## src/sv/pcc_pkg.sv

```systemverilog
// ----------------------------------------------------------------------------
// pcc_pkg
// types, constants and helpers of the profile counter and consensus block
// ----------------------------------------------------------------------------
`timescale 1ns / 1ps
`default_nettype none

package pcc_pkg;

  localparam int MAX_COLUMNS = 4096;
  localparam int CTR_NUM     = 6;
  localparam int COUNT_W     = 32;
  localparam int ADDR_W      = $clog2(MAX_COLUMNS);
  localparam int ROW_W       = CTR_NUM * COUNT_W;

  localparam int OP_W        = 2;
  localparam int COLUMN_W    = 12;
  localparam int SYMBOL_W    = 8;
  localparam int ABUND_W     = 24;
  localparam int LEN_W       = 13;
  localparam int CENSOR_W    = 12;
  localparam int CFG_IDX_W   = 2;
  localparam int CFG_DATA_W  = 13;
  localparam int IN_TDATA_W  = 48;
  localparam int OUT_TDATA_W = 16;

  localparam int QUEUE_DEPTH = 4;
  localparam int QPTR_W      = $clog2(QUEUE_DEPTH);

  localparam logic [LEN_W-1:0] ALN_LEN_RESET = LEN_W'(4096);

  // ascii codes
  localparam logic [7:0] CH_A    = 8'h41;
  localparam logic [7:0] CH_C    = 8'h43;
  localparam logic [7:0] CH_G    = 8'h47;
  localparam logic [7:0] CH_T    = 8'h54;
  localparam logic [7:0] CH_U    = 8'h55;
  localparam logic [7:0] CH_N    = 8'h4E;
  localparam logic [7:0] CH_DASH = 8'h2D;
  localparam logic [7:0] CH_PLUS = 8'h2B;
  localparam logic [7:0] CH_LO_A = 8'h61;
  localparam logic [7:0] CH_LO_Z = 8'h7A;
  localparam logic [7:0] CASE_OFFSET = 8'h20;

  typedef enum logic [1:0] {
    OP_ACC  = 2'd0,
    OP_CONS = 2'd1,
    OP_CLR  = 2'd2
  } pcc_op_e;

  typedef enum logic [1:0] {
    CFG_ALN_LEN      = 2'd0,
    CFG_LEFT_CENSOR  = 2'd1,
    CFG_RIGHT_CENSOR = 2'd2
  } pcc_cfg_e;

  typedef enum logic [2:0] {
    CTR_A   = 3'd0,
    CTR_C   = 3'd1,
    CTR_G   = 3'd2,
    CTR_T   = 3'd3,
    CTR_N   = 3'd4,
    CTR_GAP = 3'd5
  } pcc_ctr_e;

  // classified work for the back end
  typedef enum logic [1:0] {
    KIND_ACC,
    KIND_CLR,
    KIND_CONS,
    KIND_CENS
  } pcc_kind_e;

  typedef enum logic [2:0] {
    BK_CLEAR,
    BK_IDLE,
    BK_LOAD,
    BK_CMP,
    BK_GAP,
    BK_OUT
  } pcc_bk_state_e;

  typedef struct packed {
    pcc_kind_e            kind;
    logic [ADDR_W-1:0]    column;
    pcc_ctr_e             ctr;
    logic [ABUND_W-1:0]   abundance;
  } pcc_item_t;

  typedef struct packed {
    logic     hit;
    pcc_ctr_e ctr;
  } pcc_dec_t;

  // case-blind symbol to counter mapping
  function automatic pcc_dec_t decode_symbol(logic [SYMBOL_W-1:0] sym);
    logic [7:0] c;
    pcc_dec_t   d;
    c = sym;
    if (c inside {[CH_LO_A:CH_LO_Z]}) begin
      c = c - CASE_OFFSET;
    end
    d.hit = 1'b1;
    d.ctr = CTR_A;
    case (c) inside
      CH_A: d.ctr = CTR_A;
      CH_C: d.ctr = CTR_C;
      CH_G: d.ctr = CTR_G;
      CH_T, CH_U: d.ctr = CTR_T;
      // R Y S W K M B D H V N
      8'h52, 8'h59, 8'h53, 8'h57, 8'h4B, 8'h4D,
      8'h42, 8'h44, 8'h48, 8'h56, CH_N: d.ctr = CTR_N;
      CH_DASH: d.ctr = CTR_GAP;
      default: d.hit = 1'b0;
    endcase
    return d;
  endfunction

  function automatic logic [7:0] ctr_letter(pcc_ctr_e k);
    logic [7:0] l;
    case (k)
      CTR_A:   l = CH_A;
      CTR_C:   l = CH_C;
      CTR_G:   l = CH_G;
      CTR_T:   l = CH_T;
      CTR_N:   l = CH_N;
      default: l = CH_DASH;
    endcase
    return l;
  endfunction

endpackage

`default_nettype wire

```

## src/sv/pcc_front.sv

```systemverilog
// ----------------------------------------------------------------------------
// pcc_front
// configuration registers, input acceptance and item classification
// ----------------------------------------------------------------------------
`timescale 1ns / 1ps
`default_nettype none

module pcc_front (
  input  wire logic                              clk_i,
  input  wire logic                              rst_ni,
  input  wire logic                              cfg_we_i,
  input  wire logic [pcc_pkg::CFG_IDX_W-1:0]     cfg_idx_i,
  input  wire logic [pcc_pkg::CFG_DATA_W-1:0]    cfg_wdata_i,
  input  wire logic                              in_valid_i,
  output logic                                   in_ready_o,
  input  wire logic [pcc_pkg::OP_W-1:0]          op_i,
  input  wire logic [pcc_pkg::COLUMN_W-1:0]      column_i,
  input  wire logic [pcc_pkg::SYMBOL_W-1:0]      symbol_i,
  input  wire logic [pcc_pkg::ABUND_W-1:0]       abundance_i,
  input  wire logic                              q_full_i,
  input  wire logic                              clear_busy_i,
  output logic                                   q_push_o,
  output pcc_pkg::pcc_item_t                     q_item_o
);
  import pcc_pkg::*;

  logic [LEN_W-1:0]    aln_len_q;
  logic [CENSOR_W-1:0] left_cen_q;
  logic [CENSOR_W-1:0] right_cen_q;

  pcc_dec_t            dec;
  logic                in_range;
  logic                censored;
  logic [LEN_W-1:0]    col_plus_right;
  logic                keep;

  always_ff @(posedge clk_i or negedge rst_ni) begin
    if (!rst_ni) begin
      aln_len_q   <= ALN_LEN_RESET;
      left_cen_q  <= '0;
      right_cen_q <= '0;
    end else if (cfg_we_i) begin
      case (pcc_cfg_e'(cfg_idx_i))
        CFG_ALN_LEN:      aln_len_q   <= cfg_wdata_i[LEN_W-1:0];
        CFG_LEFT_CENSOR:  left_cen_q  <= cfg_wdata_i[CENSOR_W-1:0];
        CFG_RIGHT_CENSOR: right_cen_q <= cfg_wdata_i[CENSOR_W-1:0];
        default: ;
      endcase
    end
  end

  assign in_ready_o = !q_full_i && !clear_busy_i;

  always_comb begin
    dec            = decode_symbol(symbol_i);
    in_range       = (int'(column_i) < MAX_COLUMNS);
    col_plus_right = LEN_W'(column_i) + LEN_W'(right_cen_q);
    censored       = !in_range || (column_i < left_cen_q) || (col_plus_right >= aln_len_q);

    q_item_o.kind      = KIND_ACC;
    q_item_o.column    = ADDR_W'(column_i);
    q_item_o.ctr       = dec.ctr;
    q_item_o.abundance = abundance_i;
    keep               = 1'b0;

    case (pcc_op_e'(op_i))
      OP_ACC: begin
        keep = dec.hit && in_range;
      end
      OP_CLR: begin
        q_item_o.kind = KIND_CLR;
        keep          = in_range;
      end
      OP_CONS: begin
        q_item_o.kind = censored ? KIND_CENS : KIND_CONS;
        keep          = 1'b1;
      end
      default: keep = 1'b0;
    endcase

    // items with no effect are taken and dropped here
    q_push_o = in_valid_i && in_ready_o && keep;
  end

endmodule

`default_nettype wire

```

## config.mk

```make
export PLATFORM = sky130hd
export DESIGN_NAME = pcc_front
export DESIGN_NICKNAME = d
export VERILOG_FILES = /design/src/sv/pcc_pkg.sv /design/src/sv/pcc_front.sv
export SDC_FILE = /design/constraint.sdc
export NUM_CORES = 1
export LEC_CHECK = 0
export BUFFER_PORTS_ARGS = -buffer_cell sky130_fd_sc_hd__buf_2
export CAP_MARGIN = 0
export CELL_PAD_IN_SITES_DETAIL_PLACEMENT = 0
export CELL_PAD_IN_SITES_GLOBAL_PLACEMENT = 1
export CORE_MARGIN = 4
export CORE_UTILIZATION = 37
export DETAILED_ROUTE_END_ITERATION = 8
export MAX_ROUTING_LAYER = met4
export PLACE_DENSITY_LB_ADDON = 0.1
export SETUP_SLACK_MARGIN = 0.3
export SYNTH_ARGS = -nofsm -noshare
export SYNTH_HDL_FRONTEND = slang
export SYNTH_SLANG_ARGS = --single-unit
```

## constraint.sdc

```tcl
create_clock -name clk_i -period 5.3 [get_ports clk_i]
set_input_delay 1.325 -clock clk_i [delete_from_list [all_inputs] [get_ports clk_i]]
set_output_delay 1.325 -clock clk_i [all_outputs]
set_load 0.02 [all_outputs]
```

==> flow_metrics.py <==
metrics = {
    "synthesis": {
        "ys_ff_latch": 37,
        "yosysMostFrequentCell": "ha_1",
        "synth_async_sr_flop_share_pct": 100,
        "syn-cell-area_um2": 3070,
        "synth-main-ff-cell": "dfrtp_1",
        "postSynthCellCount": 330,
        "netlist.area_leader.share_pct": 29.4,
        "synth_warnings": 0,
        "synth_common_cells": "41 x ha_1, 36 x buf_4, 36 x dfrtp_1",
        "synth_edf_count": 0,
        "yosys.area.top_type": "dfrtp_1",
        "yosysSeqAreaShare_pct": 30.2,
        "yosysUniqueCellTypes": 45,
        "avgSynthCellArea_um2": 9.30,
        "synth_fp_nets": 439,
        "synth_area_leaders": "dfrtp_1 29%, ha_1 17%, mux2_2 9.5%",
    },
    "pwr": {
        "pwr-share-comb_pct": 46.1,
        "internal-power_mw": 0.690,
        "seqPwrFrac_pct": 33.5,
        "clkPwrFrac_pct": 20.4,
        "power_density_nw_per_um2": 308,
        "ir_worst_vdd_mv": 0.136,
        "leakagePower_nw": 1.70,
        "swShare_pct": 35.3,
        "switchingPower_mw": 0.376,
    },
    "placement": {
        "gp_congestion": 0.793,
        "postPlaceCellArea_um2": 3280,
        "place_ws_ns": -0.327,
        "io_buffers": 61,
        "dp_hpwl_um": 5380,
    },
    "setup_path": {
        "critPathCaptureType": "output pin",
        "r2r_cells": 2,
        "r2r_start": "aln_len_q[12]$_DFFE_PN1P_",
        "reg2reg_to": "aln_len_q[12]$_DFFE_PN1P_",
        "cp-start-kind": "input pin",
        "crit_arrival_ns": 4.09,
        "critPathMaxFanout": 3,
        "r2r_slack_ns": 4.48,
        "required_ns": 3.97,
        "crit_type": "input pin to output pin",
    },
    "global_route": {
        "grt_max_degree": 38,
        "grt_antenna_before_repair": 0,
        "grt_pass1_vias": 2396,
        "grt_util_all_layers_pct": 14.8,
        "grt_remaining_overflow": 0,
        "grt_pass1_wl_um": 11500,
    },
    "final_layout": {
        "fin_area_um2": 3470,
        "fin_nets": 476,
        "drive_gt1_share_pct": 33.7,
        "diodes": 0,
        "areaGrowthSynthToFinish_pct": 13.0,
    },
    "worst_hold_path": {
        "hold_end": "left_cen_q[10]$_DFFE_PN0P_",
        "min_from": "left_cen_q[10]$_DFFE_PN0P_",
        "hold_path_class": "register to register",
        "holdPathStages": 1,
    },
    "die": {
        "core_um2": 7890,
        "ios": 110,
        "start_util_pct": 38.9,
        "rows": 32,
        "die_w_um": 99.1,
        "die_area_um2": 9810,
        "die_h_um": 99.1,
    },
    "timing": {
        "fin_crit_sh_pct": 102,
        "relSlewSlack_pct": 41.7,
        "worst_slew_pin_slew_ns": 0.874,
        "tns_ns": -0.113,
        "setup_viol": 1,
        "whs_ns": 0.508,
        "skew_ns": 0,
        "setup_ws_ns": -0.113,
        "grt_setup_unrepaired": "true",
        "hold_viol_final": 0,
        "fmax_ghz": 0.185,
        "period_minus_slack_ns": 5.41,
        "report.final.slew_viol_count": 0,
    },
    "outcome": {
        "status": "finished with violations",
        "violations": "negative setup slack",
    },
    "run": {
        "max-cap-violations": 0,
    },
    "clocking": {
        "tritoncts": "built",
        "numCtsBuffers": 5,
        "cts_buffer_depth": 2,
        "h-tree-depth": 2,
        "ctsHoldBuffers": 0,
        "clkLatencyLatePin_ns": 0.28,
        "cts-root-buf": "clkbuf_8",
        "cts_num_sinks": 37,
        "cts.clk_slew.worst_paths_ns": 0.07,
    },
    "drt": {
        "drt-initial-drc-count": 43,
        "wl_per_cell_um": 14.2,
        "vias": 2349,
        "vias_per_cell": 5.00,
        "firstDrtPassIters": 4,
        "ant_nets": 0,
        "drc": 0,
        "routed_wl_um": 6660,
    },
}
-- cells in the final DEF (no fill, tap or decap), types with 2 or more instances in the layout --
master | Yosys | final
o21ai_2 | 1 | 2
a31oi_1 | 4 | 2
nand4_1 | 4 | 4
nor2b_1 | 7 | 7
or2_2 | 2 | 2
nand3b_1 | 5 | 5
xnor2_1 | 8 | 8
a21oi_1 | 13 | 11
a211oi_1 | 5 | 4
clkbuf_8 | 0 | 7
mux2i_1 | 2 | 2
nand2_1 | 19 | 19
nor2_1 | 15 | 15
a31oi_2 | 0 | 2
a21oi_2 | 0 | 2
ha_1 | 41 | 40
o31ai_1 | 2 | 2
buf_2 | 1 | 59
mux2_2 | 26 | 26
nand3_1 | 6 | 5
dfrtp_1 | 36 | 36
o211ai_1 | 2 | 2
buf_4 | 36 | 13
inv_1 | 30 | 30
a21o_1 | 6 | 6
nor4b_1 | 2 | 2
nand2b_1 | 6 | 6
a211o_1 | 2 | 2
o21ai_0 | 23 | 22
nor3_1 | 4 | 4
and3_1 | 2 | 2
-- through the flow --
| step | instances | total power [mW] | util, % |
|---|---|---|---|
| 2_1_floorplan | 330 | 0.722 | - |
| 3_3_place_gp | 457 | 0.817 | 41.6 |
| 3_5_place_dp | 457 | 0.824 | 41.6 |
| 4_1_cts | 468 | 1.06 | 43.4 |
| 5_1_grt | 470 | 1.18 | 43.9 |
| 6_report | 470 | 1.07 | 43.9 |
-- worst max-delay path by stage --
stage          slack [ns]            to   startpoint  cells past startpoint
6_report            -0.11  q_item_o[39]  column_i[0]                     15
5_1_grt             -0.25  q_item_o[39]  column_i[0]                     15
4_1_cts             -0.16  q_item_o[39]  column_i[0]                     15
3_5_place_dp        -0.33  q_item_o[39]  column_i[0]                     15
3_3_place_gp        -0.24  q_item_o[39]  column_i[0]                     15
2_1_floorplan        0.19  q_item_o[39]  column_i[0]                     13
-- power by group through the flow --
stage | clock [mW] | combinational [mW] | sequential (mW)
floorplan | 0 | 0.365 | 0.357
global placement | 0 | 0.456 | 0.362
detailed placement | 0 | 0.460 | 0.364
CTS | 0.227 | 0.475 | 0.358
global route | 0.242 | 0.568 | 0.365
finish | 0.217 | 0.491 | 0.358
-- area by class of cell --
class / count / area [um^2]
flip-flops and latches: 37 / 927
clock buffers: 7 / 96.3
inverters: 30 / 113
multi-input cells: 220 / 1790
clock inverters: 1 / 5.00
repair buffers: 73 / 408
fillers: 791 / 4420
well taps: 102 / 128
-- what timing repair did --
action                                  in CTS  in global routing
gates resized for setup                      5                  6
pin swaps                                   13                 11
setup buffers                                3                  2
hold endpoints to repair                     0                  0
endpoints found under the setup margin       1                  1
-- layer usage --
metal	up-vias	track usage [%]	part of all wire [%]
li1	1191	-	-
met1	1082	20.2	51
met2	60	22.1	42
met3	16	3.11	6.0
met4	0	3.99	1.4
met5	-	-	0
-- cells by family (layout without fill, tap and decap cells) --
family / after synthesis / count (layout) / synth area share [%]
and+or+nand+nor: 76 / 76 / 12.9
adders and majority gates: 42 / 42 / 17.4
DFF: 37 / 37 / 30.2
buffers and inverters: 73 / 111 / 13.6
muxes: 28 / 28 / 10.2
AOI/OAI and AO/OA: 65 / 65 / 13.1
xor gates and xnor gates: 9 / 9 / 2.57
-- registers in the layout (all words and copies together) (netlist names) --
name,count
right_cen_q,12
aln_len_q,13
left_cen_q,12
-- worst max-delay path, stage by stage --
cell,delay [ns]
buf_8,0.10
ha_4,0.15
fa_2,0.34
a21o_1,0.19
a211oi_2,0.28
o21ai_2,0.11
a31oi_2,0.18
buf_4,0.14
buf_4,0.08
o21ai_0,0.09
ha_1,0.31
nand4_1,0.14
a211o_1,0.31
a31oi_2,0.19
buf_4,0.16
No activity file was read; power rests on OpenSTA's default activity.
