### src/sv/pcc_pkg.sv
// ----------------------------------------------------------------------------
// pcc_pkg
// types, constants and helpers of the profile counter and consensus block
// ----------------------------------------------------------------------------
`timescale 1ns / 1ps
`default_nettype none

package pcc_pkg;

  localparam int MAX_COLUMNS = 4096;
  localparam int CTR_NUM     = 6;
  localparam int COUNT_W     = 32;
  localparam int ADDR_W      = $clog2(MAX_COLUMNS);
  localparam int ROW_W       = CTR_NUM * COUNT_W;

  localparam int OP_W        = 2;
  localparam int COLUMN_W    = 12;
  localparam int SYMBOL_W    = 8;
  localparam int ABUND_W     = 24;
  localparam int LEN_W       = 13;
  localparam int CENSOR_W    = 12;
  localparam int CFG_IDX_W   = 2;
  localparam int CFG_DATA_W  = 13;
  localparam int IN_TDATA_W  = 48;
  localparam int OUT_TDATA_W = 16;

  localparam int QUEUE_DEPTH = 4;
  localparam int QPTR_W      = $clog2(QUEUE_DEPTH);

  localparam logic [LEN_W-1:0] ALN_LEN_RESET = LEN_W'(4096);

  // ascii codes
  localparam logic [7:0] CH_A    = 8'h41;
  localparam logic [7:0] CH_C    = 8'h43;
  localparam logic [7:0] CH_G    = 8'h47;
  localparam logic [7:0] CH_T    = 8'h54;
  localparam logic [7:0] CH_U    = 8'h55;
  localparam logic [7:0] CH_N    = 8'h4E;
  localparam logic [7:0] CH_DASH = 8'h2D;
  localparam logic [7:0] CH_PLUS = 8'h2B;
  localparam logic [7:0] CH_LO_A = 8'h61;
  localparam logic [7:0] CH_LO_Z = 8'h7A;
  localparam logic [7:0] CASE_OFFSET = 8'h20;

  typedef enum logic [1:0] {
    OP_ACC  = 2'd0,
    OP_CONS = 2'd1,
    OP_CLR  = 2'd2
  } pcc_op_e;

  typedef enum logic [1:0] {
    CFG_ALN_LEN      = 2'd0,
    CFG_LEFT_CENSOR  = 2'd1,
    CFG_RIGHT_CENSOR = 2'd2
  } pcc_cfg_e;

  typedef enum logic [2:0] {
    CTR_A   = 3'd0,
    CTR_C   = 3'd1,
    CTR_G   = 3'd2,
    CTR_T   = 3'd3,
    CTR_N   = 3'd4,
    CTR_GAP = 3'd5
  } pcc_ctr_e;

  // classified work for the back end
  typedef enum logic [1:0] {
    KIND_ACC,
    KIND_CLR,
    KIND_CONS,
    KIND_CENS
  } pcc_kind_e;

  typedef enum logic [2:0] {
    BK_CLEAR,
    BK_IDLE,
    BK_LOAD,
    BK_CMP,
    BK_GAP,
    BK_OUT
  } pcc_bk_state_e;

  typedef struct packed {
    pcc_kind_e            kind;
    logic [ADDR_W-1:0]    column;
    pcc_ctr_e             ctr;
    logic [ABUND_W-1:0]   abundance;
  } pcc_item_t;

  typedef struct packed {
    logic     hit;
    pcc_ctr_e ctr;
  } pcc_dec_t;

  // case-blind symbol to counter mapping
  function automatic pcc_dec_t decode_symbol(logic [SYMBOL_W-1:0] sym);
    logic [7:0] c;
    pcc_dec_t   d;
    c = sym;
    if (c inside {[CH_LO_A:CH_LO_Z]}) begin
      c = c - CASE_OFFSET;
    end
    d.hit = 1'b1;
    d.ctr = CTR_A;
    case (c) inside
      CH_A: d.ctr = CTR_A;
      CH_C: d.ctr = CTR_C;
      CH_G: d.ctr = CTR_G;
      CH_T, CH_U: d.ctr = CTR_T;
      // R Y S W K M B D H V N
      8'h52, 8'h59, 8'h53, 8'h57, 8'h4B, 8'h4D,
      8'h42, 8'h44, 8'h48, 8'h56, CH_N: d.ctr = CTR_N;
      CH_DASH: d.ctr = CTR_GAP;
      default: d.hit = 1'b0;
    endcase
    return d;
  endfunction

  function automatic logic [7:0] ctr_letter(pcc_ctr_e k);
    logic [7:0] l;
    case (k)
      CTR_A:   l = CH_A;
      CTR_C:   l = CH_C;
      CTR_G:   l = CH_G;
      CTR_T:   l = CH_T;
      CTR_N:   l = CH_N;
      default: l = CH_DASH;
    endcase
    return l;
  endfunction

endpackage

`default_nettype wire

### src/sv/pcc_queue.sv
// ----------------------------------------------------------------------------
// pcc_queue
// short fifo of classified items between front end and back end
// ----------------------------------------------------------------------------
`timescale 1ns / 1ps
`default_nettype none

module pcc_queue (
  input  wire logic              clk_i,
  input  wire logic              rst_ni,
  input  wire logic              push_i,
  input  wire pcc_pkg::pcc_item_t item_i,
  input  wire logic              pop_i,
  output pcc_pkg::pcc_item_t     head_o,
  output logic                   empty_o,
  output logic                   full_o
);
  import pcc_pkg::*;

  pcc_item_t          entries_q [QUEUE_DEPTH];
  logic [QPTR_W-1:0]  wr_ptr_q, wr_ptr_d;
  logic [QPTR_W-1:0]  rd_ptr_q, rd_ptr_d;
  logic [QPTR_W:0]    count_q, count_d;
  logic               do_push, do_pop;

  assign empty_o = (count_q == '0);
  assign full_o  = (count_q == (QPTR_W + 1)'(QUEUE_DEPTH));
  assign head_o  = entries_q[rd_ptr_q];

  assign do_push = push_i && !full_o;
  assign do_pop  = pop_i && !empty_o;

  always_comb begin
    wr_ptr_d = do_push ? wr_ptr_q + 1'b1 : wr_ptr_q;
    rd_ptr_d = do_pop ? rd_ptr_q + 1'b1 : rd_ptr_q;
    count_d  = count_q;
    if (do_push && !do_pop) begin
      count_d = count_q + 1'b1;
    end else if (do_pop && !do_push) begin
      count_d = count_q - 1'b1;
    end
  end

  always_ff @(posedge clk_i or negedge rst_ni) begin
    if (!rst_ni) begin
      wr_ptr_q <= '0;
      rd_ptr_q <= '0;
      count_q  <= '0;
    end else begin
      wr_ptr_q <= wr_ptr_d;
      rd_ptr_q <= rd_ptr_d;
      count_q  <= count_d;
    end
  end

  always_ff @(posedge clk_i) begin
    if (do_push) begin
      entries_q[wr_ptr_q] <= item_i;
    end
  end

endmodule

`default_nettype wire

### config.mk
export PLATFORM = sky130hd
export DESIGN_NAME = pcc_queue
export DESIGN_NICKNAME = d
export VERILOG_FILES = /design/src/sv/pcc_pkg.sv /design/src/sv/pcc_queue.sv
export SDC_FILE = /design/constraint.sdc
export NUM_CORES = 1
export LEC_CHECK = 0
export BUFFER_PORTS_ARGS = -buffer_cell sky130_fd_sc_hd__buf_4
export CORE_ASPECT_RATIO = 1.25
export CORE_MARGIN = 2
export CORE_UTILIZATION = 25
export CTS_CLUSTER_DIAMETER = 40
export CTS_CLUSTER_SIZE = 24
export DETAILED_ROUTE_END_ITERATION = 6
export MAX_ROUTING_LAYER = met4
export PLACE_DENSITY = 0.41
export SLEW_MARGIN = 10
export SYNTH_ARGS = -nofsm -noshare
export SYNTH_HDL_FRONTEND = slang
export SYNTH_SLANG_ARGS = --single-unit
### constraint.sdc
create_clock -name clk_i -period 4.5 [get_ports clk_i]
set_clock_uncertainty 0.1 [all_clocks]
set_input_delay 0.45 -clock clk_i [delete_from_list [all_inputs] [get_ports clk_i]]
set_output_delay 0.45 -clock clk_i [all_outputs]
set_load 0.01 [all_outputs]
==> flow_summary.toml, run 1 <==
[route]
vias = 2809
post_drt_via_cell_ratio = 3.99
drt_wl_total_um = 13000
drt_iter0_drc = 168
firstDrtPassIters = 4
wire_per_inst_um = 18.5
drc = 0
antenna_left = 0

[setup_path]
reg2reg_depth = 4
critPathKind = "reg -> out"
ff2ff_setup_slack_ps = 1870
rr_endpoint = "entries_q[2][12]"
cp_data_required_time_ps = 3950
r2r-start = "count_q[2]"
critPathCaptureType = "primary output"
path_max_fanout = 43
cp-start-kind = "flop"
cp.arrival_ps = 2320

[cts]
path_clk_slew_ps = 70
clock-sinks = 171
cts_tree = "yes"
post_cts_buffers = 0
clk_path_buf_depth = 2
insertion_delay_ps = 420
numCtsBuffers = 17
cts_max_level = 4
cts_resized = 0
root_buffer = "clkbuf_16"

[floorplanning]
die_area_mm2 = 0.0269
boundaryPins = 88
coreArea_mm2 = 0.0252
rows = 65
initial_utilization_pct = 25.4
die_y_um = 183
die_w_um = 147

[synthesis]
synth_compound_area_share_pct = 0
ys_seq_area_share_pct = 79.7
netlist_area_mm2 = 0.00640
synth.area.mux_share_pct = 15.0
avgSynthCellArea_um2 = 25.5
synth_cells = 251
yosys.area_share.xor_xnor_pct = 0.821
synthSimpleGateAreaFrac_pct = 0.978
yosysWarnings = 0
synth_seq_cells = 171
syn_nets = 302
synth_cell_types = 22
synth_fa_ha_area_share_pct = 1.29
synth_top_family_by_area = "multiplexers"

[timing]
drv_slew = 0
fin_crit_sh_pct = 63.8
setup_tns_ps = 0
hold_viol_final = 0
rsz0062_at_grt = "no"
fmax_ghz = 0.349
relSlewSlack_pct = 30.1
worst_pin_slew_ps = 1050
period_minus_slack_ps = 2870
report.final.setup_viol = 0
whs_ps = 124

[grt]
track_usage_pct = 10.6
grt_pass1_vias = 3293
grt_max_degree = 44
grt_overflow = 0
grt_pass1_wl_um = 19800
antenna_found_initial = 2

[run_status]
status = "finished, final reports clean"

[placement]
gp_congestion = 0.651
dp_hpwl_um = 7990
portBuffers = 87
post-place-cells = 669
dpl_cell_area_mm2 = 0.00741

[power_and_ir_drop]
powerDensity_mw_per_mm2 = 651
p_leak_nw = 2.70
ir_worst_vdd_mv = 0.271
power.total_mw = 5.19

[cells_and_area]
area_growth_pct = 24.6
post-route-cell-area_mm2 = 0.00798
fin_cells = 704
nets = 405
drive_gt1_share_pct = 46.3

[flow_run]
drv_cap = 0

[min_path]
whs_path_depth = 1
holdPathEnd = "entries_q[1][23]"
hold_path_class = "in -> reg"
hold_start = "item_i[23]"
layout make-up:
class                   instances  area (um^2)
repair buffers                 95          716
inverters                       4         15.0
diodes                          2         5.00
clock buffers                  18          429
well taps                     335          419
flip-flops and latches        171         5100
multi-input cells              65         1160
clock inverters                14          123
fillers                      2450        17200
stage by stage:
stage                     utilization [%]  setup WS [ps]
final                                31.6           1630
after global routing                 31.6           1430
after CTS                            31.6           1500
after detailed placement             29.4           1750
after global placement               29.4           1850
after floorplan                         -           2170
synthesized netlist by cell type:
cell	count	area, um^2
and2_1	4	25.0
ha_1	5	62.6
mux4_1	3	78.8
or3_1	1	6.26
mux2_4	1	15.0
mux2_2	1	11.3
buf_12	4	80.1
nor2b_1	1	6.26
dfrtp_1	7	175
xnor2_1	4	35.0
xor2_1	2	17.5
edfxtp_1	164	4920
inv_1	4	15.0
nand2_1	1	3.75
nor3b_2	1	12.5
mux4_2	38	856
buf_2	4	20.0
nand3_1	1	5.00
nor2_1	1	3.75
clkbuf_1	1	3.75
buf_6	2	22.5
fa_1	1	20.0
logic make-up (layout without fill, tap and decap cells):
kind of cell	Yosys count	in the layout
AND/OR/NAND/NOR	10	10
multiplexers	43	43
flip-flops	171	171
buffers and inverters	15	131
adder cells (fa/ha/maj)	6	6
XOR/XNOR	6	6
other	0	2
how the worst max path moves through the flow:
| stage | depth (start not counted) | start | slack, ps | end |
|---|---|---|---|---|
| 2_1_floorplan | 4 | count_q[2] | 2170 | entries_q[0][0] |
| 3_3_place_gp | 4 | push_i | 1850 | entries_q[2][11] |
| 3_5_place_dp | 4 | count_q[2] | 1750 | entries_q[2][13] |
| 4_1_cts | 2 | rd_ptr_q[0] | 1500 | head_o[25] |
| 5_1_grt | 2 | rd_ptr_q[0] | 1430 | head_o[25] |
| 6_report | 2 | rd_ptr_q[0] | 1630 | head_o[25] |
repair_timing:
action                                  4_1_cts  5_1_grt
hold buffers                                  1        0
endpoints found under the hold margin         7        0
endpoints found under the setup margin        0        0
metal layers:
metal	vias up	track usage (%)	routed length (um)
met5	-	-	0
met2	62	18.4	7050
met4	0	3.81	197
li1	1259	-	-
met3	14	3.53	574
met1	1474	11.3	5220
flip-flops by register name, indices dropped and copies added, names as in the netlist:
name / flops
count_q: 3
entries_q: 164
rd_ptr_q: 2
wr_ptr_q: 2
layout by cell type, fill, tap and decap left out, types with 2 or more instances in the layout:
cell type   Yosys  routed
inv_6           0       2
clkinv_2        0       2
edfxtp_1      164     164
buf_4           0      94
dfrtp_1         7       5
clkinvlp_4      0       5
inv_1           4       4
ha_1            5       5
diode_2         0       2
xnor2_1         4       4
mux4_2         38      38
xor2_1          2       2
mux4_1          3       3
clkinv_1        0       2
and2_2          0       4
clkbuf_16       0      17
where the power goes:
part,leakage [nW],internal (mW),switching (mW)
Combinational,0.860,0.802,0.669
Clock,0.256,0.762,0.602
Sequential,1.58,2.11,0.240
critical path, stage by stage (launching register included):
cell and delay (ps):
dfrtp_4 1020, mux4_1 680, buf_4 170
No activity file was read; power rests on OpenSTA's default activity.
==> run 2, diff against run 1 <==
--- a/config.mk
+++ b/config.mk
@@ -13,7 +13,7 @@
 export CTS_CLUSTER_SIZE = 24
 export DETAILED_ROUTE_END_ITERATION = 6
 export MAX_ROUTING_LAYER = met4
-export PLACE_DENSITY = 0.41
+export PLACE_DENSITY = 0.43
 export SLEW_MARGIN = 10
 export SYNTH_ARGS = -nofsm -noshare
 export SYNTH_HDL_FRONTEND = slang
==> constraint.sdc (replaced) <==
create_clock -name clk_i -period 2.4 [get_ports clk_i]
set_clock_uncertainty 0.1 [all_clocks]
set_input_delay 0.24 -clock clk_i [delete_from_list [all_inputs] [get_ports clk_i]]
set_output_delay 0.24 -clock clk_i [all_outputs]
set_load 0.01 [all_outputs]
==> flow_summary.toml, run 2 (synthesis results as in run 1) <==
[run_status]
status = "finished, final reports clean"

[placement]
gp_congestion = 0.672
dpl_cell_area_mm2 = 0.00754
post-place-cells = 675
dp_hpwl_um = 7850
portBuffers = 87

[route]
drt_wl_total_um = 12800
antenna_left = 0
post_drt_via_cell_ratio = 4.01
wirelength_met1_um = 5420
drc = 0
wire_per_inst_um = 17.0
highest-signal-layer = "met4"
wl_met3_um = 408
vias = 3018
wl_met2_um = 6800
firstDrtPassIters = 4
drt_iter0_drc = 170

[floorplanning]
boundaryPins = 88
die_y_um = 183
initial_utilization_pct = 25.4
coreArea_mm2 = 0.0252
rows = 65
die_area_mm2 = 0.0269
die_w_um = 147

[power_and_ir_drop]
clock_power_share_pct = 24.9
p_leak_nw = 2.95
ir_worst_vdd_mv = 0.517
sw_frac_of_total_pct = 29.4
switchingPower_mw = 2.94
intPower_mw = 7.06
combPwrFrac_pct = 33.1
powerDensity_mw_per_mm2 = 1170
p_seq_share_pct = 42.0

[cells_and_area]
area_growth_pct = 33.6
layout_commonest_cell = "edfxtp_1"
drive_gt1_share_pct = 44.0
final_cell_mix = "edfxtp_1 (164), buf_4 (97), dlygate4sd3_1 (43)"
post-route-cell-area_mm2 = 0.00855
post-route-util_pct = 33.9
top_register = "entries_q"
fin_cells = 753
antenna_cells = 0
nets = 457
reg.largest.list = "entries_q x164, count_q x3"
largest_reg_flops = 164

[grt]
grt_pass1_wl_um = 19500
antenna_found_initial = 0
grt_pass1_vias = 3310
grt_overflow = 0
track_usage_pct = 10.4
grt_max_degree = 27

[timing]
setup_tns_ps = 0
whs_ps = 69.9
fin_crit_sh_pct = 95.2
worst_pin_slew_ps = 460
fmax_ghz = 0.438
hold_viol_final = 0
report.final.setup_viol = 0
rsz0062_at_grt = "no"
period_minus_slack_ps = 2280
relSlewSlack_pct = 69.3
drv_slew = 0

[setup_path]
critPathCaptureType = "flop"
slowest_delay_ps = 450
critical_path.most_common_cell = "xor2_1"
cp-start-kind = "flop"
cp.arrival_ps = 2530
cp_slowest_cell = "dfrtp_2"
path_max_fanout = 4
crit_path_start = "count_q[0]"
critPathKind = "reg -> reg"
r2r-start = "count_q[0]"
worstPathCellList = "or3_4, nand2_1, ha_2, inv_1, fa_1, xor2_1, nor2_1, xor2_1"
cp_data_required_time_ps = 2640

[cts]
numCtsBuffers = 17
clk_path_buf_depth = 2
cts_max_level = 4
clock-sinks = 171
path_clk_slew_ps = 70
root_buffer = "clkbuf_16"
insertion_delay_ps = 420
cts_tree = "yes"

[min_path]
hold_path_class = "in -> async"

[flow_run]
drv_cap = 0
-- run 2: cell types whose count changed in the layout (fill, tap and decap cells not counted), moves of 2 or more --
| cell | previous run | this run |
|---|---|---|
| dlygate4sd3_1 | 1 | 43 |
| clkinvlp_4 | 5 | 3 |
| inv_6 | 2 | 6 |
| buf_4 | 94 | 97 |
| buf_12 | 0 | 7 |
| diode_2 | 2 | 0 |
-- run 2: through the flow --
step           power (mW)  setup slack [ps]
6_report             10.0               115
2_1_floorplan        6.12              74.1
3_5_place_dp         7.58               132
3_3_place_gp         7.52               252
4_1_cts              10.2              52.0
5_1_grt              10.6              16.8
-- run 2: area by class of cell --
| cell class | instances | area [um^2] |
|---|---|---|
| Fill cell | 2460 | 16700 |
| Sequential cell | 171 | 5110 |
| Timing Repair Buffer | 147 | 1300 |
| Multi-Input combinational cell | 65 | 1170 |
| Clock buffer | 17 | 425 |
| Tap cell | 335 | 419 |
| Clock inverter | 14 | 113 |
| Inverter | 4 | 15.0 |
-- run 2: per-layer routing --
layer / track usage, % / up-vias
li1: - / 1370
met4: 4.15 / 0
met3: 2.94 / 16
met1: 11.7 / 1573
met2: 17.6 / 59
met5: - / -
-- run 2: power groups by stage --
stage | Sequential, mW | Clock, mW | Combinational [mW]
final | 4.20 | 2.49 | 3.31
after global routing | 4.26 | 2.72 | 3.60
after CTS | 4.21 | 2.59 | 3.44
after detailed placement | 4.31 | 0 | 3.27
after global placement | 4.27 | 0 | 3.25
after floorplan | 4.14 | 0 | 1.98
-- run 2: final timing paths --
| path | endpoint | slack [ps] | cells after the start |
|---|---|---|---|
| setup / recovery | count_q[2] | 120 | 8 |
| hold / removal | count_q[2] | 70 | 2 |
| setup reg to reg | count_q[2] | 120 | 8 |
| hold reg to reg | count_q[2] | 420 | 1 |
| max in group asynchronous | rd_ptr_q[1] | 1980 | 2 |
| min in group clk_i | wr_ptr_q[0] | 260 | 4 |
-- run 2: what timing repair did --
| action | in CTS | in global routing |
|---|---|---|
| buffers inserted | 4 | 0 |
| endpoints found under the hold margin | 172 | 0 |
| hold buffers | 43 | 0 |
| gates resized for setup | 0 | 3 |
| cloned | 0 | 0 |
| setup endpoints to repair | 33 | 1 |
-- run 2: critical path: cells and delay by family, from the launching register on --
| kind | cells | cell delay, ps |
|---|---|---|
| buf+inv | 1 | 60 |
| fa+ha+maj | 2 | 600 |
| xor+xnor | 2 | 350 |
| simple gates | 3 | 660 |
| flops | 1 | 450 |
